## config.mk

```make
export PLATFORM = sky130hd
export DESIGN_NAME = bpa_lists
export DESIGN_NICKNAME = d
export VERILOG_FILES = /design/src/rtl/bpa_pkg.sv /design/src/rtl/bpa_lists.sv
export SDC_FILE = /design/constraint.sdc
export NUM_CORES = 1
export LEC_CHECK = 0
export BUFFER_PORTS_ARGS = -buffer_cell sky130_fd_sc_hd__buf_2
export CAP_MARGIN = 0
export CORE_MARGIN = 10
export CORE_UTILIZATION = 43
export CTS_BUF_LIST = sky130_fd_sc_hd__clkbuf_16
export CTS_CLUSTER_DIAMETER = 200
export DETAILED_ROUTE_END_ITERATION = 12
export HOLD_SLACK_MARGIN = 0.02
export PLACE_DENSITY = 0.6
export RECOVER_POWER = 50
export SLEW_MARGIN = 20
export SYNTH_ARGS = -nofsm -noshare
export SYNTH_HDL_FRONTEND = slang
export SYNTH_SLANG_ARGS = --single-unit
```

## constraint.sdc

```tcl
create_clock -name clk -period 3.48 [get_ports clk]
set_clock_uncertainty 0.1 [all_clocks]
set_input_delay 0 -clock clk [delete_from_list [all_inputs] [get_ports clk]]
set_output_delay 0 -clock clk [all_outputs]
set_load 0.02 [all_outputs]
```

## src/rtl/bpa_pkg.sv

```systemverilog
// Shared types, constants and helper functions for the buddy page allocator.
// Used by bpa_lists and buddy_page_allocator; has no dependencies of its own.
package bpa_pkg;

    localparam int NUM_PAGES  = 4096;
    localparam int NUM_ORDERS = 11;
    localparam int PAGE_W     = $clog2(NUM_PAGES);
    localparam int LINK_W     = PAGE_W + 1;
    localparam int ORD_W      = $clog2(NUM_ORDERS);
    localparam int OCALC_W    = 5;
    localparam int CNT_W      = 13;
    localparam int MEM_W      = 1 + ORD_W + 2 * LINK_W;

    localparam logic [LINK_W-1:0] NULL_LINK = LINK_W'(NUM_PAGES);

    typedef logic [PAGE_W-1:0]  page_t;
    typedef logic [LINK_W-1:0]  link_t;
    typedef logic [ORD_W-1:0]   ord_t;
    typedef logic [OCALC_W-1:0] ocalc_t;

    typedef enum logic [1:0] {
        OP_ALLOC = 2'd0,
        OP_FREE  = 2'd1,
        OP_ADD   = 2'd2,
        OP_NONE  = 2'd3
    } op_t;

    typedef enum logic [1:0] {
        ST_OK      = 2'd0,
        ST_NOSPACE = 2'd1,
        ST_REJECT  = 2'd2
    } status_t;

    typedef enum logic [4:0] {
        S_CLEAR, S_IDLE, S_DISPATCH,
        S_A_SCAN, S_A_SPLIT, S_A_MARK,
        S_F_HEAD, S_F_LOOP, S_F_BUD, S_F_MERGE,
        S_R_LOOP, S_R_HEAD, S_R_NEXT,
        S_P_WR, S_P_FIX,
        S_D_RD, S_D_GOT, S_D_FIXP, S_D_FIXN,
        S_DONE
    } state_t;

    // Input transaction.
    typedef struct packed {
        logic [1:0]       operation;
        logic [11:0]      page;
        logic [CNT_W-1:0] count;
    } bpa_req_t;

    // Result transaction.
    typedef struct packed {
        logic [1:0]       status;
        logic [11:0]      block_page;
        logic [CNT_W-1:0] free_total;
    } bpa_rsp_t;

    // One word of the per-page memory.
    typedef struct packed {
        logic  head;
        ord_t  ord;
        link_t nxt;
        link_t prv;
    } meta_t;

    // Update command for the free-list table.
    typedef struct packed {
        logic  inc;
        logic  dec;
        logic  wr_front;
        ord_t  ord;
        link_t front;
    } lst_cmd_t;

    // Smallest order whose block holds cnt pages; zero counts as one page.
    function automatic ocalc_t order_of(input logic [CNT_W-1:0] cnt);
        ocalc_t o;
        o = '0;
        for (int i = 0; i < CNT_W; i++) begin
            if ((CNT_W'(1) << i) < cnt) begin
                o = OCALC_W'(i + 1);
            end
        end
        return o;
    endfunction

    // Largest aligned block at cur that fits in rem pages.
    function automatic ord_t region_order(input link_t cur, input link_t rem);
        ord_t o;
        o = '0;
        for (int i = 1; i < NUM_ORDERS; i++) begin
            if ((LINK_W'(1) << i) <= rem &&
                (cur & ((LINK_W'(1) << i) - LINK_W'(1))) == '0) begin
                o = ORD_W'(i);
            end
        end
        return o;
    endfunction

endpackage

```

## src/rtl/bpa_lists.sv

```systemverilog
// Free-list table: front of each order's list, block counts and free page total.
// Depends on bpa_pkg for the command struct and sizes.
module bpa_lists (
    input  logic              clk,
    input  logic              rst_n,
    input  bpa_pkg::lst_cmd_t cmd,
    input  bpa_pkg::ord_t     rd_ord,
    output bpa_pkg::link_t    rd_front,
    output logic              rd_nonempty,
    output bpa_pkg::link_t    free_total
);
    import bpa_pkg::*;

    link_t front_reg [NUM_ORDERS];
    link_t front_next [NUM_ORDERS];
    link_t cnt_reg [NUM_ORDERS];
    link_t cnt_next [NUM_ORDERS];
    link_t free_reg;
    link_t free_next;
    link_t blk_size;
    logic  ord_ok;

    assign ord_ok   = cmd.ord < ORD_W'(NUM_ORDERS);
    assign blk_size = LINK_W'(1) << cmd.ord;

    // Apply push and drop updates.
    always_comb
    begin
        front_next = front_reg;
        cnt_next   = cnt_reg;
        free_next  = free_reg;
        if (ord_ok)
        begin
            if (cmd.wr_front)
            begin
                front_next[cmd.ord] = cmd.front;
            end
            if (cmd.inc)
            begin
                cnt_next[cmd.ord] = cnt_reg[cmd.ord] + LINK_W'(1);
                free_next         = free_reg + blk_size;
            end
            else if (cmd.dec)
            begin
                cnt_next[cmd.ord] = cnt_reg[cmd.ord] - LINK_W'(1);
                free_next         = free_reg - blk_size;
            end
        end
    end

    always_ff @(posedge clk or negedge rst_n)
    begin
        if (!rst_n)
        begin
            for (int i = 0; i < NUM_ORDERS; i++)
            begin
                front_reg[i] <= NULL_LINK;
                cnt_reg[i]   <= '0;
            end
            free_reg <= '0;
        end
        else
        begin
            front_reg <= front_next;
            cnt_reg   <= cnt_next;
            free_reg  <= free_next;
        end
    end

    // Read side for the sequencer.
    always_comb
    begin
        if (rd_ord < ORD_W'(NUM_ORDERS))
        begin
            rd_front    = front_reg[rd_ord];
            rd_nonempty = cnt_reg[rd_ord] != '0;
        end
        else
        begin
            rd_front    = NULL_LINK;
            rd_nonempty = 1'b0;
        end
    end

    assign free_total = free_reg;

endmodule

```

==> impl_metrics.toml, run 1 <==
[min_path]
min-delay-start = "cmd[17]"
min_path_cells = 5
worstHoldEndpoint = "front_reg[24]"
hold_path.class = "in -> reg"

[worst_setup_path]
crit_top_cell = "nand2_1"
r2r_end = "cnt_reg[114]"
startpoint_type = "flip-flop"
endpoint_kind = "flip-flop"
cp.arrival_ns = 3.55
r2r_setup_slack_ns = 0.25
cp_max_fo = 7
path_class = "reg -> reg"
slowest_delay_ns = 0.46
crit_required_ns = 3.80
ff2ff_path_depth = 12
path_cells = "mux4_2 -> nand2_1 -> nand3_1 -> inv_1 -> ha_1 -> nand2_1 -> a211o_1 -> or4_1 -> nor3_1 -> o32ai_1 -> buf_4 -> o31ai_1"
critPathSlowestCell = "mux4_2"

[cts]
cts_buffers = 36
clkTransAtPathRegs_ns = 0.06
root_buffer = "clkbuf_16"
cts_resized = 0
h-tree-depth = 2
cts_setup_buffers = 0
tritoncts = "yes"
postCtsHoldBufs = 17
clk_path_buf_depth = 3
clock_sinks = 299
clk-insertion-delay-late_ns = 0.54

[timing]
setup_ws_ns = 0.254
finalHoldViolCount = 0
slew_violations = 33
final-setup-viol-count = 0
tns_ns = 0
rsz0062_at_grt = "no"
period_share = 0.927
layout_min_cycle_time_ns = 3.23
tightest_slew_ns = 2.32
max_freq_ghz = 0.310
relSlewSlack = -0.545
hold_slack_ns = 0.122

[logic_synthesis]
synthFlopType = "dfrtp_1"
ys_warn_count = 0
synth_area_per_cell_um2 = 10.7
yosysMostFrequentCell = "dfrtp_1"
synth_nets = 1548
ys_seq_area_frac = 0.467
netlist_area_um2 = 16100
synth_largest_area_cell = "dfrtp_1"
synth_edf_count = 0
yosysTopAreaCellShare = 0.449
ys_async_sr_fraction = 1.00
netlist_instances = 1505
yosysUniqueCellTypes = 81
synth_seq_cells = 299
synth_common_cells = "dfrtp_1 (288), nand2_1 (200), mux2_2 (146)"
yosys-top-cells-area = "dfrtp_1 (45%), mux2_2 (10%), mux4_2 (5.9%)"

[floorplan]
core_area_um2 = 36700
die_w_um = 213
num_io_pins = 53
start_util = 0.438
die-area_um2 = 45500
die-height_um = 213
row_count = 70

[global_route]
first_global_vias = 12800
grt_usage = 0.221
grt_pass1_wl_mm = 77.2
grt_start_max_net_pins = 77
antenna_found_initial = 0
grt-ovfl-total = 0

[power_and_ir_drop]
p_per_area_nw_per_um2 = 717
p_leak_nw = 7.87
irDropWorstVdd_v = 0.000473

[routing]
drt-total-wl_mm = 49.5
routedWlPerCell_um = 23.8
viasPerCell = 6.08
drcViolationCount = 0
num_vias = 12600
ant_nets = 0
drt_iter0_markers = 1238
dr.pass1.iters = 5

[finish]
area_delta_synth_final_pct = 14.8
stdcell_count = 2077
layout-drive-gt1-share = 0.272
largest_register_ff_count = 143
fin_nets = 1630
utilization = 0.502
antenna_cells = 0

[job]
drv_cap = 1

[place]
dp.final_hpwl_mm = 35.2
numPortBuffers = 52
gp_congestion = 1.02
place_inst = 2000
pre_cts_slack_ns = 0.189

[run_status]
status = "complete, but fails checks"
violations = "capacitance limit, slew limit"
[cells by family after synthesis]
kind of cell               Yosys count  share of synthesized area
and+or+nand+nor                    474                      0.147
xor gates and xnor gates            18                    0.00982
AOI/OAI and AO/OA                  319                      0.129
muxes                              230                      0.193
buffers and inverters              148                     0.0413
DFF                                299                      0.467
adders and majority gates           17                     0.0137
[placed cells by master (no fill, tap or decap), types with 5 or more instances in the layout]
master,n
nor4b_1,5
or4_1,9
a22oi_1,5
nand3_1,39
mux2_2,146
mux4_1,5
a31oi_1,31
clkbuf_16,36
o22ai_1,21
mux4_2,42
clkbuf_1,17
nand4_1,14
xnor2_1,12
nand2_1,200
nor2_1,74
o31ai_1,12
o21ai_2,7
a21o_1,7
dfrtp_1,288
ha_1,16
a211oi_1,8
o21ai_0,101
a2bb2oi_1,8
xor2_1,6
clkinv_1,5
o21ai_1,18
dfstp_2,11
nor4_2,10
buf_2,35
clkinv_2,7
inv_1,23
or3_1,14
a21oi_1,34
nor4_1,47
mux2i_1,34
buf_4,100
dlygate4sd3_1,16
o211ai_1,29
nor3_1,24
[stage by stage]
stage                     power, mW  cell area [um2]
after floorplan                8.07            16100
after global placement         9.59            17200
after detailed placement       9.69            17200
after CTS                      13.3            18500
after global routing           14.0            18400
final                          13.2            18400
[power by group]
| part | switching (mW) | internal (mW) | total [mW] | leakage (nW) |
|---|---|---|---|---|
| logic | 2.30 | 1.81 | 4.11 | 3.59 |
| clock network | 1.50 | 2.03 | 3.53 | 0.554 |
| registers | 0.936 | 4.64 | 5.57 | 3.72 |
| total | 4.74 | 8.48 | 13.2 | 7.87 |
[how the worst max path moves through the flow]
stage / startpoint / to / depth (start not counted) / slack (ns)
final: flip-flop / cnt_reg[114] / 12 / 0.25
after detailed placement: cmd[13] / cnt_reg[114] / 14 / 0.19
after global placement: cmd[13] / cnt_reg[38] / 10 / 0.19
after CTS: flip-flop / cnt_reg[114] / 12 / 0.32
after global routing: rst_n / front_reg[136] / 4 / 0.13
after floorplan: cmd[13] / free_total[10] / 19 / 0.01
[final cells by class]
type                    instances  area [um2]
clock inverters                24         183
multi-input cells            1058        7930
flip-flops and latches        299        7500
repair buffers                174        1270
inverters                      18        67.6
fillers                      3307       18300
clock buffers                  36         901
well taps                     468         586
[critical path: cells and delay by family, from the launching register on]
kind	cells	cell delay [ns]
and+or+nand+nor	5	0.99
DFF	1	0.40
buffers and inverters	2	0.31
muxes	1	0.46
adders and majority gates	1	0.15
AOI/OAI and AO/OA	3	0.69
[metal layers]
metal	vias up	track usage	part of all wire
met5	-	0	0
met4	0	0.0787	0.034
met3	101	0.0377	0.064
met2	450	0.345	0.46
met1	6354	0.306	0.45
li1	5716	-	-
No activity file was read; power rests on OpenSTA's default activity.
==> run 2: changes to the inputs <==
CTS_BUF_LIST = default   (was sky130_fd_sc_hd__clkbuf_16)
RECOVER_POWER = default   (was 50)
==> impl_metrics.toml, run 2 (same netlist as run 1, synthesis figures left out) <==
[timing]
finalHoldViolCount = 0
slew_violations = 0
period_share = 0.929
relSlewSlack = 0.162
tns_ns = 0
setup_ws_ns = 0.249
layout_min_cycle_time_ns = 3.23
final-setup-viol-count = 0
hold_slack_ns = 0.0697
tightest_slew_ns = 1.25
rsz0062_at_grt = "no"
max_freq_ghz = 0.309

[place]
detailed_place.area_um2 = 17200
gp_congestion = 1.02
pre_cts_slack_ns = 0.189
numPortBuffers = 52
place_inst = 2000
dp.final_hpwl_mm = 35.2

[finish]
stdcell_count = 2077
utilization = 0.505
fill_cells = 3293
area_delta_synth_final_pct = 15.4
final_common_cell = "dfrtp_1"
antenna_cells = 0
layout_common_cells = "dfrtp_1 (288), nand2_1 (200), mux2_2 (146)"
largest_register_ff_count = 143
postLayoutCellArea_um2 = 18500
fin_nets = 1630
layout-drive-gt1-share = 0.286

[global_route]
grt_usage = 0.222
grt-ovfl-total = 0
first_global_vias = 12800
grt_pass1_wl_mm = 77.4
antenna_found_initial = 0
grt_start_max_net_pins = 77

[floorplan]
die-area_um2 = 45500
start_util = 0.438
row_count = 70
die-height_um = 213
num_io_pins = 53
core_area_um2 = 36700
die_w_um = 213

[min_path]
hold_path.class = "in -> reg"
min-delay-start = "cmd[17]"

[routing]
dr.pass1.iters = 6
drt_iter0_markers = 1128
drt-total-wl_mm = 49.7
routedWlPerCell_um = 23.9
drcViolationCount = 0
viasPerCell = 6.08
ant_nets = 0
num_vias = 12600

[cts]
cts_buffers = 36
clock_sinks = 299
clk_path_buf_depth = 3
tritoncts = "yes"
clk-insertion-delay-late_ns = 0.54
root_buffer = "clkbuf_16"
h-tree-depth = 2
cts_setup_buffers = 0
clkTransAtPathRegs_ns = 0.05

[power_and_ir_drop]
power.total_mw = 13.4
irDropWorstVdd_v = 0.000472
p_leak_nw = 7.94
p_per_area_nw_per_um2 = 721

[worst_setup_path]
path_cells = "mux4_2 -> nand2_1 -> nand3_1 -> inv_1 -> ha_1 -> nand2_1 -> a211o_1 -> or4_1 -> nor3_1 -> o32ai_1 -> buf_4 -> o31ai_1"
path_class = "reg -> reg"
path_buf_inv = 2
critPathSlowestCell = "mux4_2"
crit_top_cell = "nand2_1"
endpoint_kind = "flip-flop"
crit_required_ns = 3.80
slowest_delay_ns = 0.47
startpoint_type = "flip-flop"
cp_top_family = "simple AND/OR/NAND/NOR gates"
cp.arrival_ns = 3.56
cp_max_fo = 7

[run_status]
status = "finished clean"

[job]
drv_cap = 0
==> run 2: cell types whose count changed in the layout (fill, tap and decap cells not counted) <==
cell      delta
buf_6        -1
buf_12       +1
inv_1        -5
buf_8        +1
o22ai_2      +1
buf_4        +2
o22ai_1      -1
clkbuf_8     +5
clkinv_1     -5
buf_2       +14
clkbuf_1    -12
==> run 2: worst paths after layout <==
kind,slack [ns],to,depth (start not counted)
max,0.25,cnt_reg[114],12
min,0.07,front_reg[130],4
max reg2reg,0.25,cnt_reg[114],12
min reg2reg,0.37,free_total[12],1
max in group asynchronous,2.22,front_reg[0],4
min in group asynchronous,0.34,front_reg[63],3
==> run 2: cell type report <==
class	instances	area (um2)	share of cell area
Clock buffer	46	988	0.0533
Clock inverter	14	145	0.00783
Inverter	18	67.6	0.00365
Multi-Input combinational cell	1058	7940	0.428
Sequential cell	299	7500	0.404
Tap cell	468	586	0.0316
Timing Repair Buffer	174	1310	0.0709
==> run 2: report_power, final <==
part	total (mW)	switching, mW	internal (mW)
Sequential	5.57	0.935	4.64
Clock	3.65	1.50	2.16
Combinational	4.15	2.31	1.83
Total	13.4	4.74	8.63
==> run 2: worst register-to-register path, cell delays in order (launching register included) <==
cell     delay (ns)
dfrtp_1        0.40
mux4_2         0.47
nand2_1        0.11
nand3_1        0.19
inv_1          0.11
ha_1           0.15
nand2_1        0.08
a211o_1        0.28
or4_1          0.46
nor3_1         0.16
o32ai_1        0.12
buf_4          0.20
o31ai_1        0.29
==> run 2: repair_timing <==
item | in CTS | in global routing
hold buffers | 17 | 0
endpoints found under the hold margin | 370 | 0
resized for setup | 0 | 0
==> run 2: layer usage <==
layer | routed length [um] | global-route usage | vias to the layer above
met5 | 0 | 0 | -
met4 | 1620 | 0.0799 | 0
met3 | 3420 | 0.0396 | 98
met2 | 22800 | 0.346 | 496
met1 | 21800 | 0.306 | 6305
li1 | - | - | 5719
