File: config.mk
export PLATFORM = sky130hd
export DESIGN_NAME = bpa_ram
export DESIGN_NICKNAME = d
export VERILOG_FILES = /design/src/rtl/bpa_ram.sv
export SDC_FILE = /design/constraint.sdc
export NUM_CORES = 1
export LEC_CHECK = 0
export BUFFER_PORTS_ARGS = -buffer_cell sky130_fd_sc_hd__clkbuf_2
export CAP_MARGIN = 30
export CORE_UTILIZATION = 54
export CTS_CLUSTER_SIZE = 28
export DETAILED_ROUTE_END_ITERATION = 6
export PLACE_DENSITY_LB_ADDON = 0.12
export SYNTH_ARGS = -nofsm -noshare
export SYNTH_HDL_FRONTEND = slang
export SYNTH_SLANG_ARGS = --single-unit
File: constraint.sdc
create_clock -name clk -period 1.5 [get_ports clk]
set_input_delay 0 -clock clk [delete_from_list [all_inputs] [get_ports clk]]
set_output_delay 0 -clock clk [all_outputs]
set_load 0.005 [all_outputs]
File: src/rtl/bpa_ram.sv
// Generic synchronous RAM, one write and one read port, registered read data.
// A read of the address written in the same cycle returns the new data.
module bpa_ram #(
    parameter int DATA_W = 8,
    parameter int ADDR_W = 4
) (
    input  logic              clk,
    input  logic              we,
    input  logic [ADDR_W-1:0] waddr,
    input  logic [DATA_W-1:0] wdata,
    input  logic [ADDR_W-1:0] raddr,
    output logic [DATA_W-1:0] rdata
);

    logic [DATA_W-1:0] mem [0:(1 << ADDR_W)-1];
    logic [DATA_W-1:0] rdata_reg;

    // Write port and forwarded read port.
    always_ff @(posedge clk)
    begin
        if (we)
        begin
            mem[waddr] <= wdata;
        end
        if (we && waddr == raddr)
        begin
            rdata_reg <= wdata;
        end
        else
        begin
            rdata_reg <= mem[raddr];
        end
    end

    assign rdata = rdata_reg;

endmodule

==> qor.tcl, run 1 <==
set qor(report.final.slew_viol_count) 0
set qor(final_cell_count_no_fill) 421
set qor(coreArea_um2) 8891
set qor(synth_area_per_cell_um2) 22.52
set qor(cp_common_cell) {buf_12}
set qor(power-per-cell-area_nw_per_um2) 1405
set qor(multi_input_comb_area_um2) 1089
set qor(drive_above_1_share_pct) 38.98
set qor(post_synth_instance_area_um2) 5067
set qor(finalHoldViolCount) 0
set qor(synthesis.nets) 243
set qor(flow.area_growth_from_synthesis_pct) 24.49
set qor(detail_route.first_pass.iterations) 4
set qor(grt_setup_unrepaired) {yes}
set qor(h-tree-depth) 4
set qor(dp_hpwl_um) 6106
set qor(grt_pass1_wl_um) 15850
set qor(vdd.ir_drop.worst_v) 0.0007690
set qor(finish.net_count) 318
set qor(die-width_um) 98.87
set qor(pre_cts_worst_setup_slack_ns) -0.1278
set qor(largest_register_ffs) 128
set qor(cp.buffers_inverters) 3
set qor(asyncSetResetFlopFracSynth_pct) 0
set qor(reg_top3) {mem (128)}
set qor(gr-total-overflow) 0
set qor(synth_top_cells_by_area) {edfxtp_1, mux4_2, mux4_1, a22oi_1, dfxtp_1}
set qor(crit_path_max_delay_family) {multiplexers}
set qor(number_of_antenna_violations_at_the_first_check_in_global_routing) 0
set qor(leakage_nw) 2.175
set qor(synth_area_leader_cell) {edfxtp_1}
set qor(critical_path_class) {flip-flop to primary output}
set qor(slew-limit-headroom_pct) 60.76
set qor(count_of_buffers_inserted_at_the_top_level_ports) 25
set qor(synth_warnings) 0
set qor(num_antenna_cells) 0
set qor(track_usage_pct) 24.10
set qor(setup_viol) 8
set qor(timing.critical_path.from_type) {flip-flop}
set qor(final_period_minus_worst_setup_slack_ns) 2.098
set qor(cpPeakStageDelay_ns) 0.49
set qor(clock-sinks) 132
set qor(rows) 34
set qor(total_number_of_vias) 2483
set qor(largest-register) {mem}
set qor(cts-root-buf) {clkbuf_8}
set qor(timing.hold.worst.class) {input pin to flip-flop}
set qor(failed_checks) {negative setup slack}
set qor(synth_edf_count) 128
set qor(fillerInstances) 534
set qor(layout_common_cells) {edfxtp_1, clkbuf_2, mux4_2}
set qor(boundaryPins) 26
set qor(status) {complete, but fails checks}
set qor(dr.first_iter.drc_count) 130
set qor(worst-endpoint-arrival_ns) 2.10
set qor(final.period_utilization_pct) 139.9
set qor(layout.cells.most_common) {edfxtp_1}
set qor(timing.critical_path.cells) {buf_12 > buf_12 > mux4_2 > a22oi_1 > nand2_1 > clkbuf_2}
set qor(timing.fmax_ghz) 0.4766
set qor(cp_max_fo) 8
set qor(critical_path.endpoint_type) {primary output}
set qor(layout.area.seq_um2) 3928
set qor(grt_max_degree) 21
set qor(cts_max_path_buffers) 2
set qor(number_of_buffers_created_by_cts) 17
set qor(first_global_vias) 2672
set qor(floorplan.die_area_um2) 9775
set qor(synth.lib_cells_used.distinct) 19
set qor(post-route-drc-count) 0
set qor(synth-main-ff-cell) {edfxtp_1}
set qor(worst_ep_required_time_ns) 1.50
set qor(yosys.area.top_type_share_pct) 75.85
set qor(worst_slew_pin_slew_ns) 0.5880
set qor(synth-seq-cells) 132
set qor(dp.cells) 372
set qor(ys_seq_area_share_pct) 77.43
set qor(setup_slack_ns) -0.5984
set qor(route.antenna.remaining_nets) 0
set qor(synthesis.instances) 225
set qor(post_drt_via_cell_ratio) 5.898
set qor(drv.max_cap_violation_count) 0
set qor(die-height_um) 98.87
set qor(timing.critical_path.slowest_stage_cell) {mux4_2}
set qor(drt-wirelength-per-cell_um) 24.35
set qor(tritoncts) {built}
set qor(finalSetupTns_ns) -4.612
set qor(clk_pin_slew_worst_setup_hold_paths_ns) 0.06
set qor(globalplace.congestion) 0.6554
set qor(drt_wl_total_um) 10250
set qor(floorplan.initialDensity_pct) 56.99
==> cells in the mapped netlist (2+ instances only) <==
cell,count
a22oi_1,16
buf_2,3
buf_6,3
clkdlybuf4s25_2,3
dfxtp_1,4
edfxtp_1,128
mux4_1,14
mux4_2,18
nand2_1,9
nand2b_1,2
nand3b_1,2
nor2_1,13
nor3_1,4
==> final cells by class <==
type	instances	area share (%)
clock inverters	15	3.213
clock buffers	17	6.565
flip-flops and latches	132	62.26
repair buffers	66	8.568
multi-input cells	83	17.25
well taps	108	2.142
==> routing by layer <==
layer	vias to the layer above	track usage (%)	wire length, um
li1	1116	-	-
met1	1264	32.52	4309
met2	90	37.82	5205
met3	13	5.532	577
met4	0	11.37	160
met5	-	0	0
==> cell families after synthesis <==
family                 after synthesis  share of synthesized area, %
AO/OA/AOI/OAI                       16                         2.370
flip-flops                         132                         77.43
multiplexers                        32                         15.26
AND/OR/NAND/NOR                     35                         3.235
buffers and inverters               10                         1.704
==> repair_timing <==
| item | in CTS | in global routing |
|---|---|---|
| buffers inserted | 4 | 0 |
| gates resized for setup | 17 | 6 |
| pin swaps | 2 | 4 |
| hold endpoints to repair | 132 | 0 |
| setup endpoints to repair | 8 | 8 |
| gates cloned | 1 | 0 |
| hold buffers | 12 | 0 |
==> power breakdown <==
group          total (mW)  switching [mW]  internal, mW
clock network        4.25            1.53          2.71
registers            4.15          0.0274          4.12
logic               0.467           0.237         0.230
==> per-stage QoR <==
step           hold WS (ns)  power (mW)  area, um2  util [%]
6_report            0.05406       8.865       6309     70.95
3_5_place_dp         0.1048       4.625       5460     61.41
5_1_grt             0.05512       9.125       6309     70.95
3_3_place_gp         0.1020       4.614       5460     61.41
2_1_floorplan       0.02772       4.434       5067         -
4_1_cts             0.03704       8.929       6290     70.74
==> final timing paths <==
check,startpoint,to,slack [ns],cells after the start
max,flip-flop,rdata[6],-0.60,6
min,waddr[0],mem[0][0],0.05,3
Power figures use the tool's default switching activity.
==> inputs of run 2 (changes only) <==
--- a/config.mk
+++ b/config.mk
@@ -5,9 +5,10 @@
 export SDC_FILE = /design/constraint.sdc
 export NUM_CORES = 1
 export LEC_CHECK = 0
+export ABC_AREA = 1
 export BUFFER_PORTS_ARGS = -buffer_cell sky130_fd_sc_hd__clkbuf_2
 export CAP_MARGIN = 30
-export CORE_UTILIZATION = 54
+export CORE_UTILIZATION = 55
 export CTS_CLUSTER_SIZE = 28
 export DETAILED_ROUTE_END_ITERATION = 6
 export PLACE_DENSITY_LB_ADDON = 0.12
==> run 2 against run 1 <==
Against the previous run:
- wire length rose by 36%
- final area rose by 12%
- sequential power barely moved
- maximum frequency rose by 17%
- the run still ends with negative setup slack left
- critical path depth rose by 2
- largest power group is now sequential cells
- worst setup slack improved by 0.31 ns
- clock power fell by 7.3%
- die area rose by 10%
- first-iteration DRC count rose to 3.1 times the previous value
==> qor.tcl, run 2 <==
set qor(final.period_utilization_pct) 119.5 ;# was 139.9%
set qor(die-height_um) 103.7 ;# was 98.87 um
set qor(synth_edf_count) 128 ;# unchanged
set qor(final_period_minus_worst_setup_slack_ns) 1.792 ;# was 2.098 ns
set qor(clk_pin_slew_worst_setup_hold_paths_ns) 0.06 ;# about the same
set qor(cp_max_fo) 6 ;# was 8
set qor(reg_top3) {mem (128)} ;# unchanged
set qor(status) {complete, but fails checks} ;# unchanged
set qor(post_synth_instance_area_um2) 5687 ;# was 5067 um2
set qor(failed_checks) {negative setup slack} ;# unchanged
set qor(layout_common_cells) {nand2_1, edfxtp_1, inv_1} ;# was edfxtp_1, clkbuf_2, mux4_2
set qor(synth_warnings) 0 ;# unchanged
set qor(synth-seq-cells) 132 ;# unchanged
set qor(timing.hold.worst.class) {input pin to flip-flop} ;# unchanged
set qor(dr.first_iter.drc_count) 397 ;# was 130
set qor(coreArea_um2) 9910 ;# was 8891 um2
set qor(track_usage_pct) 27.85 ;# was 24.10%
set qor(grt_pass1_wl_um) 21620 ;# was 15850 um
set qor(clock-sinks) 132 ;# unchanged
set qor(finalSetupTns_ns) -2.146 ;# was -4.612 ns
set qor(setup_viol) 8 ;# unchanged
set qor(drv.max_cap_violation_count) 0 ;# unchanged
set qor(yosys.area.top_type_share_pct) 67.59 ;# was 75.85%
set qor(post_drt_via_cell_ratio) 5.445 ;# was 5.898
set qor(first_global_vias) 3975 ;# was 2672
set qor(h-tree-depth) 4 ;# unchanged
set qor(worst_ep_required_time_ns) 1.50 ;# about the same
set qor(rows) 36 ;# was 34
set qor(cts-root-buf) {clkbuf_8} ;# unchanged
set qor(placedInstanceArea_um2) 6073 ;# was 5460 um2
set qor(synth_area_leader_cell) {edfxtp_1} ;# unchanged
set qor(synth_area_per_cell_um2) 10.40 ;# was 22.52 um2
set qor(die-width_um) 103.7 ;# was 98.87 um
set qor(power-per-cell-area_nw_per_um2) 1238 ;# was 1405 nW/um2
set qor(grt_setup_unrepaired) {yes} ;# unchanged
set qor(drt_wl_total_um) 13990 ;# was 10250 um
set qor(grt_max_degree) 21 ;# unchanged
set qor(timing.fmax_ghz) 0.5581 ;# was 0.4766 GHz
set qor(floorplan.die_area_um2) 10750 ;# was 9775 um2
set qor(globalplace.congestion) 0.8846 ;# was 0.6554
set qor(total_number_of_vias) 4122 ;# was 2483
set qor(critical_path.endpoint_type) {primary output} ;# unchanged
set qor(detail_route.first_pass.iterations) 5 ;# was 4
set qor(drt-wirelength-per-cell_um) 18.48 ;# was 24.35 um
set qor(cts_max_path_buffers) 2 ;# unchanged
set qor(synth_top_cells_by_area) {edfxtp_1, nand2_1, nand3_1, inv_1, dfxtp_1} ;# was edfxtp_1, mux4_2, mux4_1, a22oi_1, dfxtp_1
set qor(synth_top_cells_by_count) {nand2_1, edfxtp_1, inv_1} ;# was edfxtp_1, mux4_2, a22oi_1
set qor(setup_slack_ns) -0.2918 ;# was -0.5984 ns
set qor(num_antenna_cells) 0 ;# unchanged
set qor(route.antenna.remaining_nets) 0 ;# unchanged
set qor(count_of_buffers_inserted_at_the_top_level_ports) 25 ;# unchanged
set qor(synth.lib_cells_used.distinct) 12 ;# was 19
set qor(worst_slew_pin_slew_ns) 0.4683 ;# was 0.5880 ns
set qor(leakage_nw) 3.106 ;# was 2.175 nW
set qor(layout.cells.most_common) {nand2_1} ;# was edfxtp_1
set qor(synthesis.instances) 547 ;# was 225
set qor(number_of_buffers_created_by_cts) 17 ;# unchanged
set qor(number_of_antenna_violations_at_the_first_check_in_global_routing) 0 ;# unchanged
set qor(fin_area_um2) 7077 ;# was 6309 um2
set qor(floorplan.initialDensity_pct) 57.39 ;# was 56.99%
set qor(boundaryPins) 26 ;# unchanged
set qor(finalHoldViolCount) 0 ;# unchanged
set qor(tritoncts) {built} ;# unchanged
set qor(dp_hpwl_um) 7764 ;# was 6106 um
set qor(vdd.ir_drop.worst_v) 0.0008784 ;# was 0.0007690 V
set qor(flow.area_growth_from_synthesis_pct) 24.44 ;# was 24.49%
set qor(asyncSetResetFlopFracSynth_pct) 0 ;# unchanged
set qor(post-route-drc-count) 0 ;# unchanged
set qor(finish.net_count) 629 ;# was 318
set qor(largest-register) {mem} ;# unchanged
set qor(synth-main-ff-cell) {edfxtp_1} ;# unchanged
set qor(drive_above_1_share_pct) 20.19 ;# was 38.98%
set qor(slew-limit-headroom_pct) 68.78 ;# was 60.76%
set qor(largest_register_ffs) 128 ;# unchanged
set qor(ys_seq_area_share_pct) 69.00 ;# was 77.43%
set qor(worst-endpoint-arrival_ns) 1.79 ;# was 2.10 ns
set qor(critical_path_class) {flip-flop to primary output} ;# unchanged
set qor(synthesis.nets) 565 ;# was 243
set qor(report.final.slew_viol_count) 0 ;# unchanged
set qor(gr-total-overflow) 0 ;# unchanged
set qor(timing.critical_path.from_type) {flip-flop} ;# unchanged
set qor(yosysMostFrequentCell) {nand2_1} ;# was edfxtp_1
[run 2: changes by cell type after synthesis, moves of 14 or more]
cell     delta
mux4_2     -18
inv_1     +100
nand2_1   +164
a22oi_1    -16
mux4_1     -14
nand3_1    +96
[run 2: power by group]
part / internal, mW / switching, mW / total (mW)
Sequential: 4.12 / 0.0291 / 4.15
Clock: 2.41 / 1.53 / 3.94
Combinational: 0.251 / 0.420 / 0.671
Total: 6.78 / 1.98 / 8.76
[run 2: per-layer routing]
metal	vias up	GRT usage, %	part of all wire, %
met1	1959	37.31	39
met5	-	0	0
met4	0	13.06	2.2
met3	37	7.552	10
li1	1894	-	-
met2	232	42.57	48
[run 2: per-stage QoR]
step / utilization [%] / power, mW / setup slack [ns] / hold WS (ns) / std cells
after floorplan: - / 4.520 / 0.5492 / 0.02772 / 547
final: 71.41 / 8.763 / -0.2918 / 0.02226 / 757
after CTS: 70.74 / 8.747 / -0.2775 / 0.002381 / 757
after global placement: 61.29 / 4.745 / 0.2678 / 0.1022 / 709
after detailed placement: 61.29 / 4.754 / 0.2683 / 0.1039 / 709
after global routing: 71.41 / 9.013 / -0.3616 / 0.01185 / 757
[run 2: worst paths after layout]
path       from         to  slack (ns)  cells past startpoint
max   flip-flop   rdata[7]       -0.29                      8
min    wdata[2]  mem[8][2]        0.02                      1
[run 2: area by class of cell]
| class | count | area [um2] |
|---|---|---|
| inverter | 102 | 390.4 |
| sequential | 132 | 3928 |
| clock inverter | 12 | 132.6 |
| multi-input combinational | 289 | 1364 |
| clock buffer | 20 | 435.4 |
| timing repair buffer | 69 | 660.6 |
| fill | 689 | 2833 |
| tap | 133 | 166.4 |
[run 2: critical path, stage by stage, from the launching register on]
cell,delay [ns]
dfxtp_4,0.39
buf_12,0.16
buf_16,0.14
nand2_1,0.06
nand3_1,0.09
nand3_1,0.12
nand3_2,0.11
nand2_1,0.09
clkbuf_2,0.11
[run 2: kinds of logic after synthesis]
logic type    after synthesis  share of synthesized area [%]
buf+inv                   126                          9.659
flops                     132                          69.00
simple gates              289                          21.34
[run 2: repair_timing]
action / CTS / global route
gates resized for setup: 29 / 14
buffers inserted: 3 / 0
hold buffers: 8 / 0
gates cloned: 5 / 2
pin swaps: 5 / 9
endpoints found under the setup margin: 8 / 8
hold endpoints to repair: 57 / 0
==> inputs of run 3 (changes only) <==
--- a/config.mk
+++ b/config.mk
@@ -6,11 +6,12 @@
 export NUM_CORES = 1
 export LEC_CHECK = 0
 export ABC_AREA = 1
-export BUFFER_PORTS_ARGS = -buffer_cell sky130_fd_sc_hd__clkbuf_2
 export CAP_MARGIN = 30
-export CORE_UTILIZATION = 55
+export CORE_MARGIN = 5
+export CORE_UTILIZATION = 57
 export CTS_CLUSTER_SIZE = 28
 export DETAILED_ROUTE_END_ITERATION = 6
+export DONT_BUFFER_PORTS = 1
 export PLACE_DENSITY_LB_ADDON = 0.12
 export SYNTH_ARGS = -nofsm -noshare
 export SYNTH_HDL_FRONTEND = slang
==> run 3 against run 2 <==
Against the previous run:
- utilization up 0.62 points
- maximum frequency grew 5.4%
- critical path depth unchanged
- the run still ends with negative setup slack left
- clock-buffer cell count down 2
- global-route usage down 2.8 points
- largest power group is now clock
- critical endpoint is now rdata[5]
- critical path type unchanged
==> qor.tcl, run 3 (synthesized netlist as in run 2, its figures left out) <==
set qor(status) {complete, but fails checks} ;# unchanged
set qor(failed_checks) {negative setup slack} ;# unchanged
set qor(detail_route.first_pass.iterations) 5 ;# unchanged
set qor(cpPeakStageDelay_ns) 0.40 ;# was 0.39 ns
set qor(clock-sinks) 132 ;# unchanged
set qor(die-width_um) 109.9 ;# was 103.7 um
set qor(track_usage_pct) 25.05 ;# was 27.85%
set qor(die-height_um) 109.9 ;# was 103.7 um
set qor(setup_viol) 8 ;# unchanged
set qor(worst_ep_required_time_ns) 1.50 ;# about the same
set qor(gr-total-overflow) 0 ;# unchanged
set qor(floorplan.initialDensity_pct) 58.18 ;# was 57.39%
set qor(vdd.ir_drop.worst_v) 0.0009365 ;# was 0.0008784 V
set qor(dp_hpwl_um) 8158 ;# was 7764 um
set qor(dp.cells) 685 ;# was 709
set qor(report.final.slew_viol_count) 0 ;# unchanged
set qor(largest-register) {mem} ;# unchanged
set qor(largest_register_ffs) 128 ;# unchanged
set qor(number_of_antenna_violations_at_the_first_check_in_global_routing) 0 ;# unchanged
set qor(post_drt_via_cell_ratio) 5.367 ;# was 5.445
set qor(grt_max_degree) 31 ;# was 21
set qor(power.total_mw) 9.242 ;# was 8.763 mW
set qor(timing.hold.worst.class) {input pin to flip-flop} ;# unchanged
set qor(final_core_util_pct) 72.03 ;# was 71.41%
set qor(count_of_buffers_inserted_at_the_top_level_ports) 0 ;# was 25
set qor(flow.area_growth_from_synthesis_pct) 23.81 ;# was 24.44%
set qor(drive_above_1_share_pct) 15.63 ;# was 20.19%
set qor(total_number_of_vias) 3977 ;# was 4122
set qor(layout.cells.most_common) {nand2_1} ;# unchanged
set qor(first_global_vias) 3830 ;# was 3975
set qor(boundaryPins) 26 ;# unchanged
set qor(reg_top3) {mem (128)} ;# unchanged
set qor(cts_max_path_buffers) 2 ;# unchanged
set qor(number_of_buffers_created_by_cts) 17 ;# unchanged
set qor(timing.critical_path.from_type) {flip-flop} ;# unchanged
set qor(timing.critical_path.slowest_stage_cell) {dfxtp_4} ;# unchanged
set qor(power-per-cell-area_nw_per_um2) 1313 ;# was 1238 nW/um2
set qor(floorplan.die_area_um2) 12070 ;# was 10750 um2
set qor(final_cell_count_no_fill) 741 ;# was 757
set qor(drv.max_cap_violation_count) 0 ;# unchanged
set qor(timing.critical_path.cells) {inv_8 > buf_12 > nand2_1 > nand2_1 > nand2_1 > nand3_1 > nand3_2 > nand2_2} ;# was buf_12 > buf_16 > nand2_1 > nand3_1 > nand3_1 > nand3_2 > nand2_1 > clkbuf_2
set qor(worst-endpoint-arrival_ns) 1.70 ;# was 1.79 ns
set qor(cts-root-buf) {clkbuf_8} ;# unchanged
set qor(rows) 36 ;# unchanged
set qor(grt_setup_unrepaired) {yes} ;# unchanged
set qor(drt-wirelength-per-cell_um) 18.83 ;# was 18.48 um
set qor(setup_slack_ns) -0.2002 ;# was -0.2918 ns
set qor(critical_path_class) {flip-flop to primary output} ;# unchanged
set qor(drt_wl_total_um) 13950 ;# was 13990 um
set qor(post-route-drc-count) 0 ;# unchanged
set qor(leakage_nw) 3.038 ;# was 3.106 nW
set qor(timing.fmax_ghz) 0.5882 ;# was 0.5581 GHz
set qor(grt_pass1_wl_um) 21270 ;# was 21620 um
set qor(route.antenna.remaining_nets) 0 ;# unchanged
set qor(num_antenna_cells) 0 ;# unchanged
set qor(dr.first_iter.drc_count) 356 ;# was 397
set qor(slew-limit-headroom_pct) 43.06 ;# was 68.78%
set qor(worst_slew_pin_slew_ns) 0.8513 ;# was 0.4683 ns
set qor(layout_common_cells) {nand2_1, edfxtp_1, inv_1} ;# unchanged
set qor(coreArea_um2) 9774 ;# was 9910 um2
set qor(final.period_utilization_pct) 113.3 ;# was 119.5%
set qor(clk_pin_slew_worst_setup_hold_paths_ns) 0.06 ;# about the same
set qor(tritoncts) {built} ;# unchanged
set qor(cp_common_cell) {nand2_1}
set qor(cp_max_fo) 14 ;# was 6
set qor(critical_path.endpoint_type) {primary output} ;# unchanged
set qor(h-tree-depth) 4 ;# unchanged
set qor(globalplace.congestion) 0.8529 ;# was 0.8846
set qor(finalHoldViolCount) 0 ;# unchanged
set qor(finish.net_count) 613 ;# was 629
set qor(final_period_minus_worst_setup_slack_ns) 1.700 ;# was 1.792 ns
-- run 3: timing repair --
item                                    in CTS  in global routing
gates cloned                                 1                  1
hold buffers                                17                  0
endpoints found under the hold margin      168                  0
resized for setup                           30                 13
setup buffers                                5                  0
pin swaps                                    8                  4
endpoints found under the setup margin       8                  8
-- run 3: critical path: cells and delay by family, from the launching register on --
kind	cells	cell delay (ns)
AND/OR/NAND/NOR	6	0.50
flip-flops	1	0.40
buffers and inverters	2	0.26
-- run 3: cell type report --
type                       count  area, um2
sequential                   132       3929
fill                         689       2734
multi-input combinational    289       1311
timing repair buffer          53      596.8
clock buffer                  18      417.9
inverter                     102      396.6
clock inverter                14      222.7
tap                          133      166.4
-- run 3: final timing paths --
check	slack [ns]	cells past startpoint	start	to
setup / recovery	-0.20	8	flip-flop	rdata[5]
hold / removal	0.02	3	waddr[1]	mem[3][5]
-- run 3: report_power, final --
group          internal, mW  total, mW  switching [mW]
Combinational         0.222      0.609           0.386
Clock                  2.89       4.48            1.59
Sequential             4.12       4.15          0.0292
-- run 3: per-stage QoR --
stage                     setup WS (ns)  cell area [um2]  setup TNS [ns]  hold WS (ns)
after CTS                       -0.1402             6958          -1.020      0.002590
after detailed placement         0.2192             5943               0       0.02776
after floorplan                  0.5492             5687               0       0.02772
final                           -0.2002             7041          -1.281       0.02361
after global routing            -0.2780             7041          -1.974      0.006473
after global placement           0.2444             5943               0       0.02777
-- run 3: layer usage --
metal | track usage, % | vias up | part of all wire, %
met5 | 0 | - | 0
met4 | 11.67 | 0 | 3.1
met3 | 7.105 | 40 | 7.9
met2 | 39.25 | 173 | 49
met1 | 32.40 | 1897 | 40
li1 | - | 1867 | -
